$ cat config.mk
export PLATFORM = sky130hd
export DESIGN_NAME = line_follow_steering_fsm
export DESIGN_NICKNAME = d
export VERILOG_FILES = /design/src/rtl/core/lfs_pkg.sv /design/src/rtl/core/lfs_cfg.sv /design/src/rtl/core/lfs_core.sv /design/src/rtl/core/line_follow_steering_fsm.sv
export SDC_FILE = /design/constraint.sdc
export NUM_CORES = 1
export LEC_CHECK = 0
export BUFFER_PORTS_ARGS = -buffer_cell sky130_fd_sc_hd__clkbuf_2
export CAP_MARGIN = 40
export CELL_PAD_IN_SITES_DETAIL_PLACEMENT = 1
export CELL_PAD_IN_SITES_GLOBAL_PLACEMENT = 1
export CORE_ASPECT_RATIO = 1.2
export CORE_UTILIZATION = 40
export DETAILED_ROUTE_END_ITERATION = 10
export GPL_TIMING_DRIVEN = 0
export PLACE_DENSITY_LB_ADDON = 0.1
export SLEW_MARGIN = 20
export SYNTH_ARGS = -nofsm -noshare
export SYNTH_HDL_FRONTEND = slang
export SYNTH_HIERARCHICAL = 1
export SYNTH_SLANG_ARGS = --single-unit
$ cat constraint.sdc
create_clock -name clk -period 8.25 [get_ports clk]
set_input_delay 0.4125 -clock clk [delete_from_list [all_inputs] [get_ports clk]]
set_output_delay 0.4125 -clock clk [all_outputs]
set_load 0.01 [all_outputs]
$ cat src/rtl/core/lfs_pkg.sv
package lfs_pkg;

    localparam int unsigned CFG_ADDR_W   = 5;
    localparam int unsigned TENTHS_W     = 14;
    localparam int unsigned PULSE_W      = 11;
    localparam logic [5:0]  SAT6         = 6'd63;
    localparam logic [TENTHS_W-1:0] TENTHS_MAX = 14'd9999;

    // register indexes (byte address / 4)
    typedef enum logic [2:0] {
        REG_PERSIST_LIMIT   = 3'd0,
        REG_LOST_LIMIT      = 3'd1,
        REG_SNAP_LENGTH     = 3'd2,
        REG_BAR_LIMIT       = 3'd3,
        REG_TICKS_PER_TENTH = 3'd4
    } reg_idx_t;

    typedef enum logic [2:0] {
        STEER_FREE    = 3'd0,
        STEER_PIVOT_R = 3'd1,
        STEER_PIVOT_L = 3'd2,
        STEER_SNAP_L  = 3'd3,
        STEER_SNAP_R  = 3'd4
    } steer_t;

    typedef enum logic [2:0] {
        DRV_STOP    = 3'd0,
        DRV_FWD     = 3'd1,
        DRV_TURN_L  = 3'd2,
        DRV_TURN_R  = 3'd3,
        DRV_PIVOT_L = 3'd4,
        DRV_PIVOT_R = 3'd5
    } drive_t;

    typedef struct packed {
        logic [5:0] persist_limit;
        logic [5:0] lost_limit;
        logic [5:0] snap_length;
        logic [1:0] bar_limit;
        logic [7:0] ticks_per_tenth;
    } cfg_t;

    typedef struct packed {
        logic [TENTHS_W-1:0] elapsed_tenths;
        logic                scan_req;
        logic                parking_flag;
        logic                running_flag;
        logic [PULSE_W-1:0]  right_pulse_us;
        logic [PULSE_W-1:0]  left_pulse_us;
        logic [2:0]          drive_code;
    } result_t;

    function automatic logic [PULSE_W-1:0] left_pulse(input logic [2:0] d);
        logic [PULSE_W-1:0] p;
        case (d)
            DRV_FWD:     p = 11'd1570;
            DRV_TURN_L:  p = 11'd1520;
            DRV_TURN_R:  p = 11'd1580;
            DRV_PIVOT_R: p = 11'd1560;
            default:     p = 11'd1500;
        endcase
        return p;
    endfunction

    function automatic logic [PULSE_W-1:0] right_pulse(input logic [2:0] d);
        logic [PULSE_W-1:0] p;
        case (d)
            DRV_FWD:     p = 11'd1418;
            DRV_TURN_L:  p = 11'd1410;
            DRV_TURN_R:  p = 11'd1480;
            DRV_PIVOT_L: p = 11'd1440;
            default:     p = 11'd1500;
        endcase
        return p;
    endfunction

endpackage

$ cat src/rtl/core/lfs_cfg.sv
module lfs_cfg (
    input  logic                             clk,
    input  logic                             rst_n,
    input  logic                             psel,
    input  logic                             penable,
    input  logic                             pwrite,
    input  logic [lfs_pkg::CFG_ADDR_W-1:0]   paddr,
    input  logic [31:0]                      pwdata,
    output logic [31:0]                      prdata,
    output logic                             pready,
    output lfs_pkg::cfg_t                    cfg
);

    lfs_pkg::cfg_t cfg_reg;
    logic          wr_en;
    logic [2:0]    idx;

    assign pready = 1'b1;
    assign wr_en  = psel & penable & pwrite;
    assign idx    = paddr[4:2];
    assign cfg    = cfg_reg;

    always_ff @(posedge clk or negedge rst_n)
    begin
        if (!rst_n)
        begin
            cfg_reg.persist_limit   <= 6'd6;
            cfg_reg.lost_limit      <= 6'd40;
            cfg_reg.snap_length     <= 6'd40;
            cfg_reg.bar_limit       <= 2'd3;
            cfg_reg.ticks_per_tenth <= 8'd200;
        end
        else if (wr_en)
        begin
            unique case (idx)
                lfs_pkg::REG_PERSIST_LIMIT:   cfg_reg.persist_limit   <= pwdata[5:0];
                lfs_pkg::REG_LOST_LIMIT:      cfg_reg.lost_limit      <= pwdata[5:0];
                lfs_pkg::REG_SNAP_LENGTH:     cfg_reg.snap_length     <= pwdata[5:0];
                lfs_pkg::REG_BAR_LIMIT:       cfg_reg.bar_limit       <= pwdata[1:0];
                lfs_pkg::REG_TICKS_PER_TENTH: cfg_reg.ticks_per_tenth <= pwdata[7:0];
                default: ;
            endcase
        end
    end

    always_comb
    begin
        unique case (idx)
            lfs_pkg::REG_PERSIST_LIMIT:   prdata = {26'd0, cfg_reg.persist_limit};
            lfs_pkg::REG_LOST_LIMIT:      prdata = {26'd0, cfg_reg.lost_limit};
            lfs_pkg::REG_SNAP_LENGTH:     prdata = {26'd0, cfg_reg.snap_length};
            lfs_pkg::REG_BAR_LIMIT:       prdata = {30'd0, cfg_reg.bar_limit};
            lfs_pkg::REG_TICKS_PER_TENTH: prdata = {24'd0, cfg_reg.ticks_per_tenth};
            default:                      prdata = 32'd0;
        endcase
    end

endmodule

$ cat src/rtl/core/lfs_core.sv
module lfs_core (
    input  logic              clk,
    input  logic              rst_n,
    input  logic              step,
    input  logic              kind,
    input  logic [3:0]        sensor_bits,
    input  lfs_pkg::cfg_t     cfg,
    output lfs_pkg::result_t  result
);

    logic                 active_reg, active_next;
    logic                 parking_reg, parking_next;
    lfs_pkg::steer_t      steer_reg, steer_next;
    logic [1:0]           bar_count_reg, bar_count_next;
    logic                 on_bar_reg, on_bar_next;
    logic [5:0]           lost_reg, lost_next;
    logic [5:0]           rpersist_reg, rpersist_next;
    logic [5:0]           lpersist_reg, lpersist_next;
    logic [5:0]           snap_reg, snap_next;
    logic [7:0]           tick_div_reg, tick_div_next;
    logic [lfs_pkg::TENTHS_W-1:0] tenths_reg, tenths_next;
    lfs_pkg::drive_t      drive_reg, drive_next;
    logic                 scan;

    logic [3:0]           pat;
    logic [8:0]           div_inc;
    logic [1:0]           bar_inc;
    logic [5:0]           lost_inc;
    logic                 centered, near_center, veer_right, veer_left;

    assign pat          = ~sensor_bits;
    assign div_inc      = {1'b0, tick_div_reg} + 9'd1;
    assign bar_inc      = (bar_count_reg == 2'd3) ? 2'd3 : bar_count_reg + 2'd1;
    assign lost_inc     = (lost_reg == lfs_pkg::SAT6) ? lfs_pkg::SAT6 : lost_reg + 6'd1;
    assign centered     = (pat == 4'h6);
    assign near_center  = centered || (pat == 4'h4) || (pat == 4'h2);
    assign veer_right   = (pat == 4'hC) || (pat == 4'h1);
    assign veer_left    = (pat == 4'h3) || (pat == 4'h8);

    always_ff @(posedge clk or negedge rst_n)
    begin
        if (!rst_n)
        begin
            active_reg    <= 1'b0;
            parking_reg   <= 1'b0;
            steer_reg     <= lfs_pkg::STEER_FREE;
            bar_count_reg <= 2'd0;
            on_bar_reg    <= 1'b0;
            lost_reg      <= 6'd0;
            rpersist_reg  <= 6'd0;
            lpersist_reg  <= 6'd0;
            snap_reg      <= 6'd0;
            tick_div_reg  <= 8'd0;
            tenths_reg    <= '0;
            drive_reg     <= lfs_pkg::DRV_STOP;
        end
        else if (step)
        begin
            active_reg    <= active_next;
            parking_reg   <= parking_next;
            steer_reg     <= steer_next;
            bar_count_reg <= bar_count_next;
            on_bar_reg    <= on_bar_next;
            lost_reg      <= lost_next;
            rpersist_reg  <= rpersist_next;
            lpersist_reg  <= lpersist_next;
            snap_reg      <= snap_next;
            tick_div_reg  <= tick_div_next;
            tenths_reg    <= tenths_next;
            drive_reg     <= drive_next;
        end
    end

    always_comb
    begin
        active_next    = active_reg;
        parking_next   = parking_reg;
        steer_next     = steer_reg;
        bar_count_next = bar_count_reg;
        on_bar_next    = on_bar_reg;
        lost_next      = lost_reg;
        rpersist_next  = rpersist_reg;
        lpersist_next  = lpersist_reg;
        snap_next      = snap_reg;
        tick_div_next  = tick_div_reg;
        tenths_next    = tenths_reg;
        drive_next     = drive_reg;
        scan           = 1'b0;

        if (kind)
        begin
            // start/stop button
            if (active_reg)
            begin
                active_next = 1'b0;
                drive_next  = lfs_pkg::DRV_STOP;
            end
            else
            begin
                bar_count_next = 2'd0;
                on_bar_next    = 1'b0;
                lost_next      = 6'd0;
                steer_next     = lfs_pkg::STEER_FREE;
                rpersist_next  = 6'd0;
                lpersist_next  = 6'd0;
                snap_next      = 6'd0;
                tenths_next    = '0;
                tick_div_next  = 8'd0;
                parking_next   = 1'b0;
                active_next    = 1'b1;
                drive_next     = lfs_pkg::DRV_FWD;
            end
        end
        else if (!active_reg)
        begin
            if (parking_reg && pat == 4'hF)
            begin
                drive_next   = lfs_pkg::DRV_STOP;
                parking_next = 1'b0;
            end
        end
        else
        begin
            // run timer
            if (div_inc >= {1'b0, cfg.ticks_per_tenth})
            begin
                tick_div_next = 8'd0;
                if (tenths_reg < lfs_pkg::TENTHS_MAX)
                    tenths_next = tenths_reg + 14'd1;
            end
            else
            begin
                tick_div_next = div_inc[7:0];
            end

            if (pat == 4'hF)
            begin
                if (!on_bar_reg)
                begin
                    on_bar_next    = 1'b1;
                    bar_count_next = bar_inc;
                end
                if (!on_bar_reg && bar_inc >= cfg.bar_limit)
                begin
                    active_next = 1'b0;
                    drive_next  = lfs_pkg::DRV_STOP;
                end
                else
                begin
                    steer_next    = lfs_pkg::STEER_FREE;
                    snap_next     = 6'd0;
                    rpersist_next = 6'd0;
                    lpersist_next = 6'd0;
                    drive_next    = lfs_pkg::DRV_FWD;
                    lost_next     = 6'd0;
                end
            end
            else
            begin
                on_bar_next   = 1'b0;
                rpersist_next = (pat != 4'hE) ? 6'd0 :
                                (rpersist_reg == lfs_pkg::SAT6) ? lfs_pkg::SAT6 :
                                rpersist_reg + 6'd1;
                lpersist_next = (pat != 4'h7) ? 6'd0 :
                                (lpersist_reg == lfs_pkg::SAT6) ? lfs_pkg::SAT6 :
                                lpersist_reg + 6'd1;

                unique case (steer_reg) inside
                    lfs_pkg::STEER_PIVOT_R, lfs_pkg::STEER_PIVOT_L:
                    begin
                        lost_next = 6'd0;
                        if (centered)
                        begin
                            snap_next = cfg.snap_length;
                            if (steer_reg == lfs_pkg::STEER_PIVOT_R)
                            begin
                                steer_next = lfs_pkg::STEER_SNAP_L;
                                drive_next = lfs_pkg::DRV_PIVOT_L;
                            end
                            else
                            begin
                                steer_next = lfs_pkg::STEER_SNAP_R;
                                drive_next = lfs_pkg::DRV_PIVOT_R;
                            end
                        end
                        else
                        begin
                            drive_next = (steer_reg == lfs_pkg::STEER_PIVOT_R) ?
                                         lfs_pkg::DRV_PIVOT_R : lfs_pkg::DRV_PIVOT_L;
                        end
                    end
                    lfs_pkg::STEER_SNAP_L, lfs_pkg::STEER_SNAP_R:
                    begin
                        lost_next = 6'd0;
                        if (snap_reg != 6'd0)
                        begin
                            snap_next  = snap_reg - 6'd1;
                            drive_next = (steer_reg == lfs_pkg::STEER_SNAP_L) ?
                                         lfs_pkg::DRV_PIVOT_L : lfs_pkg::DRV_PIVOT_R;
                        end
                        else
                        begin
                            steer_next = lfs_pkg::STEER_FREE;
                            drive_next = lfs_pkg::DRV_FWD;
                        end
                    end
                    default:
                    begin
                        // free following
                        if (rpersist_next >= cfg.persist_limit)
                        begin
                            steer_next    = lfs_pkg::STEER_PIVOT_R;
                            drive_next    = lfs_pkg::DRV_PIVOT_R;
                            rpersist_next = 6'd0;
                            lost_next     = 6'd0;
                        end
                        else if (lpersist_next >= cfg.persist_limit)
                        begin
                            steer_next    = lfs_pkg::STEER_PIVOT_L;
                            drive_next    = lfs_pkg::DRV_PIVOT_L;
                            lpersist_next = 6'd0;
                            lost_next     = 6'd0;
                        end
                        else if (near_center)
                        begin
                            drive_next = lfs_pkg::DRV_FWD;
                            lost_next  = 6'd0;
                        end
                        else if (veer_right)
                        begin
                            drive_next = lfs_pkg::DRV_TURN_R;
                            lost_next  = 6'd0;
                        end
                        else if (veer_left)
                        begin
                            drive_next = lfs_pkg::DRV_TURN_L;
                            lost_next  = 6'd0;
                        end
                        else if (lost_inc >= cfg.lost_limit)
                        begin
                            // line lost: stop, wait for parking, ask for a scan
                            lost_next    = cfg.lost_limit;
                            drive_next   = lfs_pkg::DRV_STOP;
                            active_next  = 1'b0;
                            parking_next = 1'b1;
                            scan         = 1'b1;
                        end
                        else
                        begin
                            lost_next = lost_inc;
                        end
                    end
                endcase
            end
        end
    end

    always_comb
    begin
        result.drive_code     = drive_next;
        result.left_pulse_us  = lfs_pkg::left_pulse(drive_next);
        result.right_pulse_us = lfs_pkg::right_pulse(drive_next);
        result.running_flag   = active_next;
        result.parking_flag   = parking_next;
        result.scan_req       = scan;
        result.elapsed_tenths = tenths_next;
    end

`ifndef SYNTHESIS
    a_steer_code: assert property (@(posedge clk) disable iff (!rst_n)
        steer_reg == lfs_pkg::STEER_FREE || steer_reg == lfs_pkg::STEER_PIVOT_R ||
        steer_reg == lfs_pkg::STEER_PIVOT_L || steer_reg == lfs_pkg::STEER_SNAP_L ||
        steer_reg == lfs_pkg::STEER_SNAP_R)
        else $error("steer state left its legal codes");

    a_idle_stopped: assert property (@(posedge clk) disable iff (!rst_n)
        !active_reg |-> drive_reg == lfs_pkg::DRV_STOP)
        else $error("drive command not stop while idle");

    a_scan_parks: assert property (@(posedge clk) disable iff (!rst_n)
        (step && scan) |=> (!active_reg && parking_reg))
        else $error("scan request without entering parking");

    a_tenths_sat: assert property (@(posedge clk) disable iff (!rst_n)
        tenths_reg <= lfs_pkg::TENTHS_MAX)
        else $error("run timer passed its limit");
`endif

endmodule

$ cat src/rtl/core/line_follow_steering_fsm.sv
// Line-follow steering controller. Each s_ transaction is a 0.5 ms tick
// (s_tuser = 0, s_tdata[3:0] = active-low sensors) or a start/stop button
// press (s_tuser = 1); each yields exactly one m_ transaction with the drive
// command, both servo pulse widths, status flags and the run timer. One
// transaction is accepted per cycle while s_tready is high; its result
// appears on the m_ side in the next cycle, set by the single register
// stage that holds the steering state and the result register. s_tready
// drops only while a result waits unread. Registers on the APB port: 0x00
// persist_limit, 0x04 lost_limit, 0x08 snap_length, 0x0C bar_limit,
// 0x10 ticks_per_tenth; write them only while no transaction is in flight.
module line_follow_steering_fsm (
    input  logic                            clk,
    input  logic                            rst_n,
    input  logic                            s_tvalid,
    output logic                            s_tready,
    input  logic [7:0]                      s_tdata,   // [3:0] sensor_bits
    input  logic                            s_tuser,   // kind
    output logic                            m_tvalid,
    input  logic                            m_tready,
    // [2:0] drive_code, [13:3] left_pulse_us, [24:14] right_pulse_us,
    // [25] running_flag, [26] parking_flag, [27] scan_req,
    // [41:28] elapsed_tenths
    output logic [47:0]                     m_tdata,
    input  logic                            psel,
    input  logic                            penable,
    input  logic                            pwrite,
    input  logic [lfs_pkg::CFG_ADDR_W-1:0]  paddr,
    input  logic [31:0]                     pwdata,
    output logic [31:0]                     prdata,
    output logic                            pready
);

    lfs_pkg::cfg_t    cfg;
    lfs_pkg::result_t result;
    lfs_pkg::result_t out_reg;
    logic             out_valid_reg;
    logic             step;

    assign s_tready = !out_valid_reg || m_tready;
    assign step     = s_tvalid && s_tready;
    assign m_tvalid = out_valid_reg;
    assign m_tdata  = {6'd0, out_reg};

    lfs_cfg u_cfg (
        .clk     (clk),
        .rst_n   (rst_n),
        .psel    (psel),
        .penable (penable),
        .pwrite  (pwrite),
        .paddr   (paddr),
        .pwdata  (pwdata),
        .prdata  (prdata),
        .pready  (pready),
        .cfg     (cfg)
    );

    lfs_core u_core (
        .clk         (clk),
        .rst_n       (rst_n),
        .step        (step),
        .kind        (s_tuser),
        .sensor_bits (s_tdata[3:0]),
        .cfg         (cfg),
        .result      (result)
    );

    always_ff @(posedge clk or negedge rst_n)
    begin
        if (!rst_n)
            out_valid_reg <= 1'b0;
        else if (step)
            out_valid_reg <= 1'b1;
        else if (m_tready)
            out_valid_reg <= 1'b0;
    end

    always_ff @(posedge clk)
    begin
        if (step)
            out_reg <= result;
    end

endmodule
==> results.cfg, run 1 <==
[layout]
area_delta_synth_final_pct = 19.1
finalNetCount = 972
postLayoutCellArea_mm2 = 0.00918
post-route-util = 0.487
drive_gt1_frac = 0.252
stdcell_count = 1152
nFillCells = 2166
num_antenna_cells = 0
largest_register_ffs = 42

[yosys]
synth_fa_ha_area_frac = 0.0584
postSynthCellCount = 757
ys_types = 80
synth_common_cells = dfrtp_1 (75), nand2_1 (54), buf_4 (46), o21ai_0 (46), inv_1 (44)
synth-async-reset-ratio = 0.672
synth-main-ff-cell = dfrtp_1
synth_area_per_cell_um2 = 10.2
synth_top_area_frac = 0.244
yosysSeqAreaShare = 0.445
netlist_area_mm2 = 0.00771
yosysWarningCount = 6
synth_top_family_by_area = compound AO/OA/AOI/OAI gates
synth_seq_cells = 128
synthTopCellsByArea = dfrtp_1 (24%), edfxtp_1 (16%), ha_1 (5.8%), buf_4 (4.5%), mux2_2 (3.9%)
synth-compound-area-share = 0.169
yosys.area_share.simple = 0.150
synth_top_cell_by_area = dfrtp_1
yosys.area_share.xor_xnor = 0.0159
synth_most_common_cell = dfrtp_1
synth_mux_area_frac = 0.0732
synth_edf_count = 42

[clock_network]
cts_tree = yes
clock_latency_ns = 0.42
root_buffer = clkbuf_16
htreeDepth = 4
cts_buffer_depth = 2
postCtsSetupBuffers = 0
cts_sinks = 128
clk_pin_slew_ns = 0.06
cts_buffers = 17

[detailed_routing]
wl_um = 19300
drt_pre_antenna_iters = 4
wire_per_inst_um = 16.8
drt-initial-drc-count = 255
ant_nets = 0
vias = 6080
drc = 0
via_per_inst = 5.28

[timing]
min_period_ns = 3.61
rsz0062_at_grt = false
finClkSkew_ns = 0.0114
final_hold_viol_count = 0
final.setup.tns_ns = 0
worst_pin_slew_ns = 0.923
setup_viol = 0
maxSlewHeadroom = 0.380
max_freq_mhz = 277
slew_violations = 0
fin_crit_sh = 0.437

[die]
ios = 136
coreArea_mm2 = 0.0189
die_w_um = 129
die_h_um = 154
dieArea_mm2 = 0.0198
num_rows = 55
start_util = 0.409

[grt]
grt_pass1_vias = 6492
grt.overflow.total = 0
grtUsageTotal = 0.205
use_met2 = 0.374
grt_use_met3 = 0.0303
busiest_layer = met2
grt_start_max_net_pins = 86
antenna_found_initial = 0
grt_use_met1 = 0.244
grt_pass1_wl_um = 32200

[power]
power.total_mw = 2.38
ir_worst_vdd_mv = 0.140
leakagePower_nw = 4.17
p_per_area_mw_per_mm2 = 259

[place]
dp_cells = 1118
gp_congestion = 0.808
numPortBuffers = 71
dpl_cell_area_mm2 = 0.00854
dp_hpwl_um = 14400

[min_path]
min_path_type = in -> reg

[run_status]
status = finished clean

[worst_setup_path]
critPathBufInv = 2
worst_ep_arrival_time_ns = 3.78
crit_family = compound AO/OA/AOI/OAI gates
cp_cell_sequence = ha_1 > nand3_1 > a21oi_1 > ha_1 > a211o_1 > o211ai_1 > o211ai_1 > nor2_1 > o221ai_1 > buf_2 > a21oi_1 > nor2_1 > buf_4
crit_required_ns = 8.42
critPathMaxStageDelay_ns = 0.39
end_kind = flop
startpoint_type = flop
path_class = reg -> reg
crit_slowest_cell = dfrtp_1
crit_path_max_fanout = 10

[run]
drv_cap = 0
## through the flow
step / setup WS, ns / hold WS [ns]
final: 4.64 / 0.211
after global routing: 4.36 / 0.232
after CTS: 4.67 / 0.198
after detailed placement: 4.35 / 0.224
after global placement: 4.48 / 0.504
after floorplan: 5.15 / 0.117
## cell usage in the layout (no fill, tap or decap), drive strengths merged, types with 5 or more instances in the layout
master  count
a21o       11
a21oi      39
a22o       20
a31oi      21
and2        5
and3       11
buf        59
clkbuf    110
clkinv      5
conb       38
dfrtp      75
dfstp      11
edfxtp     42
ha         36
inv        44
mux2       33
mux2i      17
nand2      55
nand2b     12
nand3      35
nor2       39
nor2b       6
nor3       16
nor3b       7
nor4        6
o211ai      6
o21ai      47
o31ai       8
xnor2       6
xor2        8
## layout make-up
class                   count  area [um^2]  share of cell area
flip-flops and latches    128         3430               0.373
multi-input cells         545         3740               0.407
clock inverters             8         98.8              0.0108
well taps                 256          320              0.0349
inverters                  45          169              0.0184
repair buffers             74          407              0.0443
plain buffers              72          495              0.0540
clock buffers              24          524              0.0571
## repair_timing
action / in CTS / in global routing
hold buffers: 1 / 0
setup endpoints to repair: 0 / 0
endpoints found under the hold margin: 1 / 0
gates resized for setup: 0 / 0
## kinds of logic (layout without fill, tap and decap cells)
kind of cell               count (synthesis)  count (layout)
AOI/OAI and AO/OA                        192             192
xor gates and xnor gates                  14              14
adders and majority gates                 36              36
buffers and inverters                    117             223
DFF                                      128             128
muxes                                     50              50
other                                      5              38
and+or+nand+nor                          215             215
## power breakdown
part           switching, mW  internal (mW)
registers             0.0895          0.795
clock network          0.278          0.504
logic                  0.408          0.305
## final timing paths
| path | startpoint | end | slack, ns | cells after the start |
|---|---|---|---|---|
| worst max register to register | u_core/rpersist_reg[0] | m_tdata[18] | 4.64 | 13 |
| min in group asynchronous | rst_n | m_tvalid | 0.37 | 2 |
| max in group asynchronous | rst_n | u_cfg/cfg[3] | 7.24 | 3 |
| worst min-delay path | s_tvalid | m_tvalid | 0.21 | 2 |
| worst max-delay path | u_core/rpersist_reg[0] | m_tdata[18] | 4.64 | 13 |
| worst min register to register | u_core/lost_reg[1] | u_core/lost_reg[1] | 0.53 | 2 |
## layer usage
metal  vias up  share of wire
li1       2938              -
met1      3031           0.43
met2        99           0.53
met3        12          0.028
met4         0         0.0075
met5         -              0
Note: power is estimated with default switching activity, not from simulation.
==> inputs of run 2 (changes only) <==
==> constraint.sdc (replaced) <==
create_clock -name clk -period 3.11 [get_ports clk]
set_input_delay 0.1555 -clock clk [delete_from_list [all_inputs] [get_ports clk]]
set_output_delay 0.1555 -clock clk [all_outputs]
set_load 0.01 [all_outputs]
==> run 2 against run 1 <==
The run now ends with negative setup slack left; core utilization up 4.3 points; combinational power rose to 3.3 times the previous value; sequential power rose to 2.7 times the previous value; cell count up 4.3%.
==> results.cfg, run 2 (synthesis results as in run 1) <==
[timing]
worst_pin_slew_ns = 0.713
setup_viol = 6
maxSlewHeadroom = 0.525
finClkSkew_ns = 0.0109
rsz0062_at_grt = true
fin_ws_ns = -0.0611
min_period_ns = 3.17
max_freq_mhz = 315
fin_crit_sh = 1.02
slew_violations = 0
final_hold_viol_count = 0

[die]
ios = 136
dieArea_mm2 = 0.0198
coreArea_mm2 = 0.0189
start_util = 0.409
num_rows = 55
die_w_um = 129
die_h_um = 154

[layout]
multi_input_area_mm2 = 0.00413
num_antenna_cells = 0
area_delta_synth_final_pct = 29.7
final_cell_mix = buf_4 (89), dfrtp_1 (72), clkbuf_2 (71)
nFillCells = 2125
finalNetCount = 1022
stdcell_count = 1202
seqCellArea_mm2 = 0.00343
mostFrequentLayoutCell = buf_4
largest_register_ffs = 42
drive_gt1_frac = 0.351

[grt]
use_met2 = 0.399
grt_use_met1 = 0.260
grt.overflow.total = 0
grt_pass1_wl_um = 34400
grt_use_met3 = 0.0324
busiest_layer = met2
antenna_found_initial = 0
grtUsageTotal = 0.220
grt_pass1_vias = 6786
grt_start_max_net_pins = 86

[worst_setup_path]
crit_family = compound AO/OA/AOI/OAI gates
crit_slowest_cell = o211ai_1
worst_ep_arrival_time_ns = 3.34
rr_worst_depth = 14
cp_cell_sequence = ha_4 > nand2_1 > nand3_1 > o21ai_2 > nor2_2 > ha_1 > a41oi_2 > o211ai_1 > nor2_4 > buf_6 > a32oi_4 > buf_6 > xnor2_2 > or2_1
path_class = reg -> reg
cpMostUsedCell = buf_6
end_kind = flop
cp.depth = 14
r2r-end = m_tdata[6]
crit_required_ns = 3.28
critPathMaxStageDelay_ns = 0.47
crit_path_max_fanout = 6
regToRegStartpoint = u_core/rpersist_reg[0]
regToRegSetupSlack_ns = -0.06
crit_end = m_tdata[6]
startpoint_type = flop
critPathBufInv = 2
crit_path_start = u_core/rpersist_reg[0]

[detailed_routing]
ant_nets = 0
wire_per_inst_um = 17.5
vias = 6387
drt-initial-drc-count = 229
drc = 0
via_per_inst = 5.31
wl_um = 21000
drt_pre_antenna_iters = 4

[run_status]
violations = negative setup slack
status = complete, but fails checks

[clock_network]
cts_tree = yes
cts_buffers = 17
clk_pin_slew_ns = 0.06
clock_latency_ns = 0.42
cts_sinks = 128
root_buffer = clkbuf_16
cts_buffer_depth = 2
htreeDepth = 4

[power]
leakagePower_nw = 4.44
p_per_area_mw_per_mm2 = 681
ir_worst_vdd_mv = 0.389

[place]
dp_cells = 1118
gp_congestion = 0.808
dp_hpwl_um = 14400
numPortBuffers = 71
dp_slack_ns = -0.534

[run]
drv_cap = 0

[min_path]
min_path_type = in -> reg
-- run 2: cell count changes in the layout (fill, tap and decap cells not counted), moves of 5 or more --
cell	before	now
nor2_1	38	32
nand3_1	35	29
a21oi_2	0	6
buf_4	46	89
buf_6	6	11
nor3_1	14	9
a21oi_1	39	32
ha_1	36	29
-- run 2: worst register-to-register path: cells and delay by family, from the launching register on --
kind / cells / cell delay (ns)
flip-flops: 1 / 0.45
AND/OR/NAND/NOR: 5 / 0.57
buffers and inverters: 2 / 0.32
XOR/XNOR: 1 / 0.08
AO/OA/AOI/OAI: 4 / 0.96
adder cells (fa/ha/maj): 2 / 0.54
-- run 2: worst min-delay path by stage --
| stage | depth (start not counted) | endpoint | start |
|---|---|---|---|
| floorplan | 0 | m_tvalid | rst_n |
| global placement | 2 | m_tvalid | s_tvalid |
| detailed placement | 1 | m_tvalid | rst_n |
| CTS | 3 | m_tvalid | m_tready |
| global route | 2 | u_cfg/cfg[24] | pwdata[2] |
| finish | 3 | m_tvalid | m_tready |
-- run 2: layer usage --
layer,up-vias,share of wire,routed length (um)
met3,34,0.029,615
met1,3174,0.42,8780
met5,-,0,0
met4,0,0.020,418
met2,132,0.53,11200
li1,3047,-,-
-- run 2: repair_timing --
item / 4_1_cts / 5_1_grt
hold buffers: 4 / 0
resized for setup: 48 / 42
hold endpoints to repair: 78 / 0
setup buffers: 27 / 22
cloned: 1 / 0
setup endpoints to repair: 67 / 53
pin swaps: 20 / 31
-- run 2: where the power goes --
part	switching, mW	internal (mW)
sequential	0.238	2.11
clock	0.757	1.34
combinational	1.29	1.08
total	2.28	4.52
-- run 2: per-stage QoR --
step / hold slack [ns] / power, mW / TNS [ns] / utilization / instance area, um^2
CTS: 0.0248 / 6.64 / 0 / 0.513 / 9670
global placement: 0.361 / 4.17 / -10.83 / 0.451 / 8510
floorplan: -0.140 / 3.70 / 0 / - / 7830
detailed placement: -0.0332 / 4.27 / -18.69 / 0.453 / 8540
global route: 0.0501 / 7.17 / -1.97 / 0.530 / 10000
finish: 0.0313 / 6.81 / -0.109 / 0.530 / 10000
-- run 2: final cells by class --
cell class	count	area share
plain buffers	70	0.0501
clock buffers	24	0.0524
clock inverters	8	0.00989
inverters	45	0.0169
multi-input cells	546	0.413
flip-flops and latches	128	0.343
well taps	256	0.0320
repair buffers	125	0.0821
==> inputs of run 3 (changes only) <==
--- a/config.mk
+++ b/config.mk
@@ -5,12 +5,13 @@
 export SDC_FILE = /design/constraint.sdc
 export NUM_CORES = 1
 export LEC_CHECK = 0
+export ABC_AREA = 1
 export BUFFER_PORTS_ARGS = -buffer_cell sky130_fd_sc_hd__clkbuf_2
 export CAP_MARGIN = 40
 export CELL_PAD_IN_SITES_DETAIL_PLACEMENT = 1
 export CELL_PAD_IN_SITES_GLOBAL_PLACEMENT = 1
 export CORE_ASPECT_RATIO = 1.2
-export CORE_UTILIZATION = 40
+export CORE_UTILIZATION = 38
 export DETAILED_ROUTE_END_ITERATION = 10
 export GPL_TIMING_DRIVEN = 0
 export PLACE_DENSITY_LB_ADDON = 0.1
==> run 3 against run 2 <==
The flow now finishes without violations; critical endpoint is now m_tdata[20]; clock skew is 0.00086 ns lower; first-iteration DRC count is 6.6% lower; cell count is 16% higher; global-route usage is 0.80 points lower; core utilization is 4.6 points lower; fmax is 4.2% higher; largest power group is now registers; sequential share of layout area is 0.68 points higher; critical path type unchanged.
==> results.cfg, run 3 <==
[run_status]
status = finished clean

[die]
dieArea_mm2 = 0.0212
num_rows = 57
ios = 136
start_util = 0.387
die_h_um = 159
coreArea_mm2 = 0.0203
die_w_um = 133

[yosys]
synth_seq_cells = 128
synth_common_cells = nand2_1 (247), inv_1 (132), dfrtp_1 (75), o21ai_0 (75), nand3_1 (74)
ys_types = 52
synth-async-reset-ratio = 0.672
synth_top_area_frac = 0.240
yosysWarningCount = 6
postSynthCellCount = 969
synthTopCellsByArea = dfrtp_1 (24%), edfxtp_1 (16%), nand2_1 (12%), inv_1 (6.3%), ha_1 (5.7%)
synth_area_per_cell_um2 = 8.09
synth_most_common_cell = nand2_1
synth_top_cell_by_area = dfrtp_1
yosysSeqAreaShare = 0.437
netlist_area_mm2 = 0.00784
synth_edf_count = 42
synth-main-ff-cell = dfrtp_1

[min_path]
hold_path_startpoint = pwdata[3]
min_path_type = in -> reg

[worst_setup_path]
critPathMaxStageDelay_ns = 0.36
crit_required_ns = 3.28
path_class = reg -> reg
crit_path_start = u_core/rpersist_reg[0]
crit_family = simple AND/OR/NAND/NOR gates
end_kind = flop
cpMostUsedCell = nand2_2
startpoint_type = flop
cp_cell_sequence = ha_2 > nand2_2 > inv_2 > nand2_2 > a211oi_2 > ha_1 > nand2_4 > inv_4 > a21oi_4 > nand2_4 > inv_2 > nand2_2 > nor2_2 > nand3_2 > a21oi_4 > nand3_4 > nand3_4 > nand2_1
worst_ep_arrival_time_ns = 3.21
crit_slowest_cell = dfrtp_1
crit_path_max_fanout = 4
critPathBufInv = 3
regToRegStartpoint = u_core/rpersist_reg[0]

[timing]
max_freq_mhz = 329
fin_ws_ns = 0.0682
worst_pin_slew_ns = 0.765
min_period_ns = 3.04
slew_violations = 0
rsz0062_at_grt = true
finClkSkew_ns = 0.0101
final_hold_viol_count = 0
fin_crit_sh = 0.978
setup_viol = 0
maxSlewHeadroom = 0.485

[run]
drv_cap = 0

[power]
ir_worst_vdd_mv = 0.475
p_per_area_mw_per_mm2 = 655
power.total_mw = 6.42
leakagePower_nw = 4.80

[clock_network]
root_buffer = clkbuf_16
cts_tree = yes
cts_buffer_depth = 2
clock_latency_ns = 0.42
cts_sinks = 128
htreeDepth = 4
clk_pin_slew_ns = 0.06
cts_buffers = 17

[layout]
final_cell_mix = nand2_1 (231), inv_1 (126), clkbuf_2 (72), dfrtp_1 (72), o21ai_0 (70)
area_delta_synth_final_pct = 25.1
postLayoutCellArea_mm2 = 0.00980
num_antenna_cells = 0
finalNetCount = 1207
mostFrequentLayoutCell = nand2_1
largest_register_ffs = 42
post-route-util = 0.484
drive_gt1_frac = 0.260

[detailed_routing]
drt-initial-drc-count = 214
ant_nets = 0
drt_pre_antenna_iters = 4
vias = 6910
drc = 0
via_per_inst = 4.95
wire_per_inst_um = 15.5
wl_um = 21600

[place]
dp_slack_ns = -0.283
dpl_cell_area_mm2 = 0.00876
numPortBuffers = 73
gp_congestion = 0.826
dp_hpwl_um = 15500

[grt]
grt_pass1_wl_um = 35500
grt_start_max_net_pins = 75
grt_pass1_vias = 7201
antenna_found_initial = 0
grt.overflow.total = 0
grtUsageTotal = 0.212
## run 3: changes by cell type in the layout (fill, tap and decap cells not counted), sizes merged, moves of 20 or more
cell | before | now
mux2 | 33 | 0
inv | 44 | 142
a21oi | 39 | 17
nor2 | 39 | 67
buf | 106 | 74
nand2 | 55 | 261
nand3 | 35 | 78
o21ai | 47 | 83
a22o | 20 | 0
## run 3: worst paths after layout
path,endpoint,slack [ns],depth (start not counted)
setup reg to reg,m_tdata[20],0.07,18
setup / recovery,m_tdata[20],0.07,18
hold reg to reg,u_cfg/cfg[3],0.49,2
hold / removal,u_cfg/cfg[3],0.02,3
max in group asynchronous,u_cfg/cfg[19],2.30,3
min in group asynchronous,u_core/rpersist_reg[5],0.14,2
## run 3: cell type report
class                   count  area [um^2]
plain buffers              61          437
repair buffers             97          628
inverters                 144          547
multi-input cells         669         3860
well taps                 265          332
clock inverters            14          143
flip-flops and latches    128         3430
fillers                  2501        10500
clock buffers              18          429
## run 3: worst reg2reg max path, delay by kind of cell, from the launching register on
kind,cells,cell delay (ns)
AO/OA/AOI/OAI,3,0.74
AND/OR/NAND/NOR,10,0.96
buffers and inverters,3,0.21
flip-flops,1,0.36
adder cells (fa/ha/maj),2,0.51
## run 3: metrics by stage
stage	hold WS [ns]	std cells	setup TNS [ns]
after floorplan	-0.140	1002	0
after global placement	0.362	1340	-21.90
after detailed placement	0.0206	1343	-1.97
after CTS	0.00810	1385	0
after global routing	0.0333	1396	-1.11
final	0.0194	1396	0
## run 3: logic make-up (layout without fill, tap and decap cells)
logic type,Yosys count,count (layout),share of synthesized area
xor+xnor,9,9,0.0101
simple gates,437,438,0.253
fa+ha+maj,36,36,0.0575
buf+inv,206,334,0.125
mux,2,2,0.00256
flops,128,128,0.437
other cells,5,38,0.00240
compound gates,146,146,0.112
## run 3: report_power, final
part | total [mW] | switching, mW | internal [mW]
combinational | 2.20 | 1.38 | 0.821
clock | 1.97 | 0.790 | 1.18
sequential | 2.25 | 0.191 | 2.06
total | 6.42 | 2.36 | 4.06
## run 3: repair_timing
action,4_1_cts,5_1_grt
setup buffers,6,11
hold buffers,4,0
gates cloned,0,1
pin swaps,9,27
gates resized for setup,19,63
hold endpoints to repair,78,0
setup endpoints to repair,15,45
## run 3: routing by layer
layer  wire [um]  GRT usage
met1        9210      0.246
met2       11500      0.395
met3         617     0.0331
met4         269     0.0643
met5           0          0
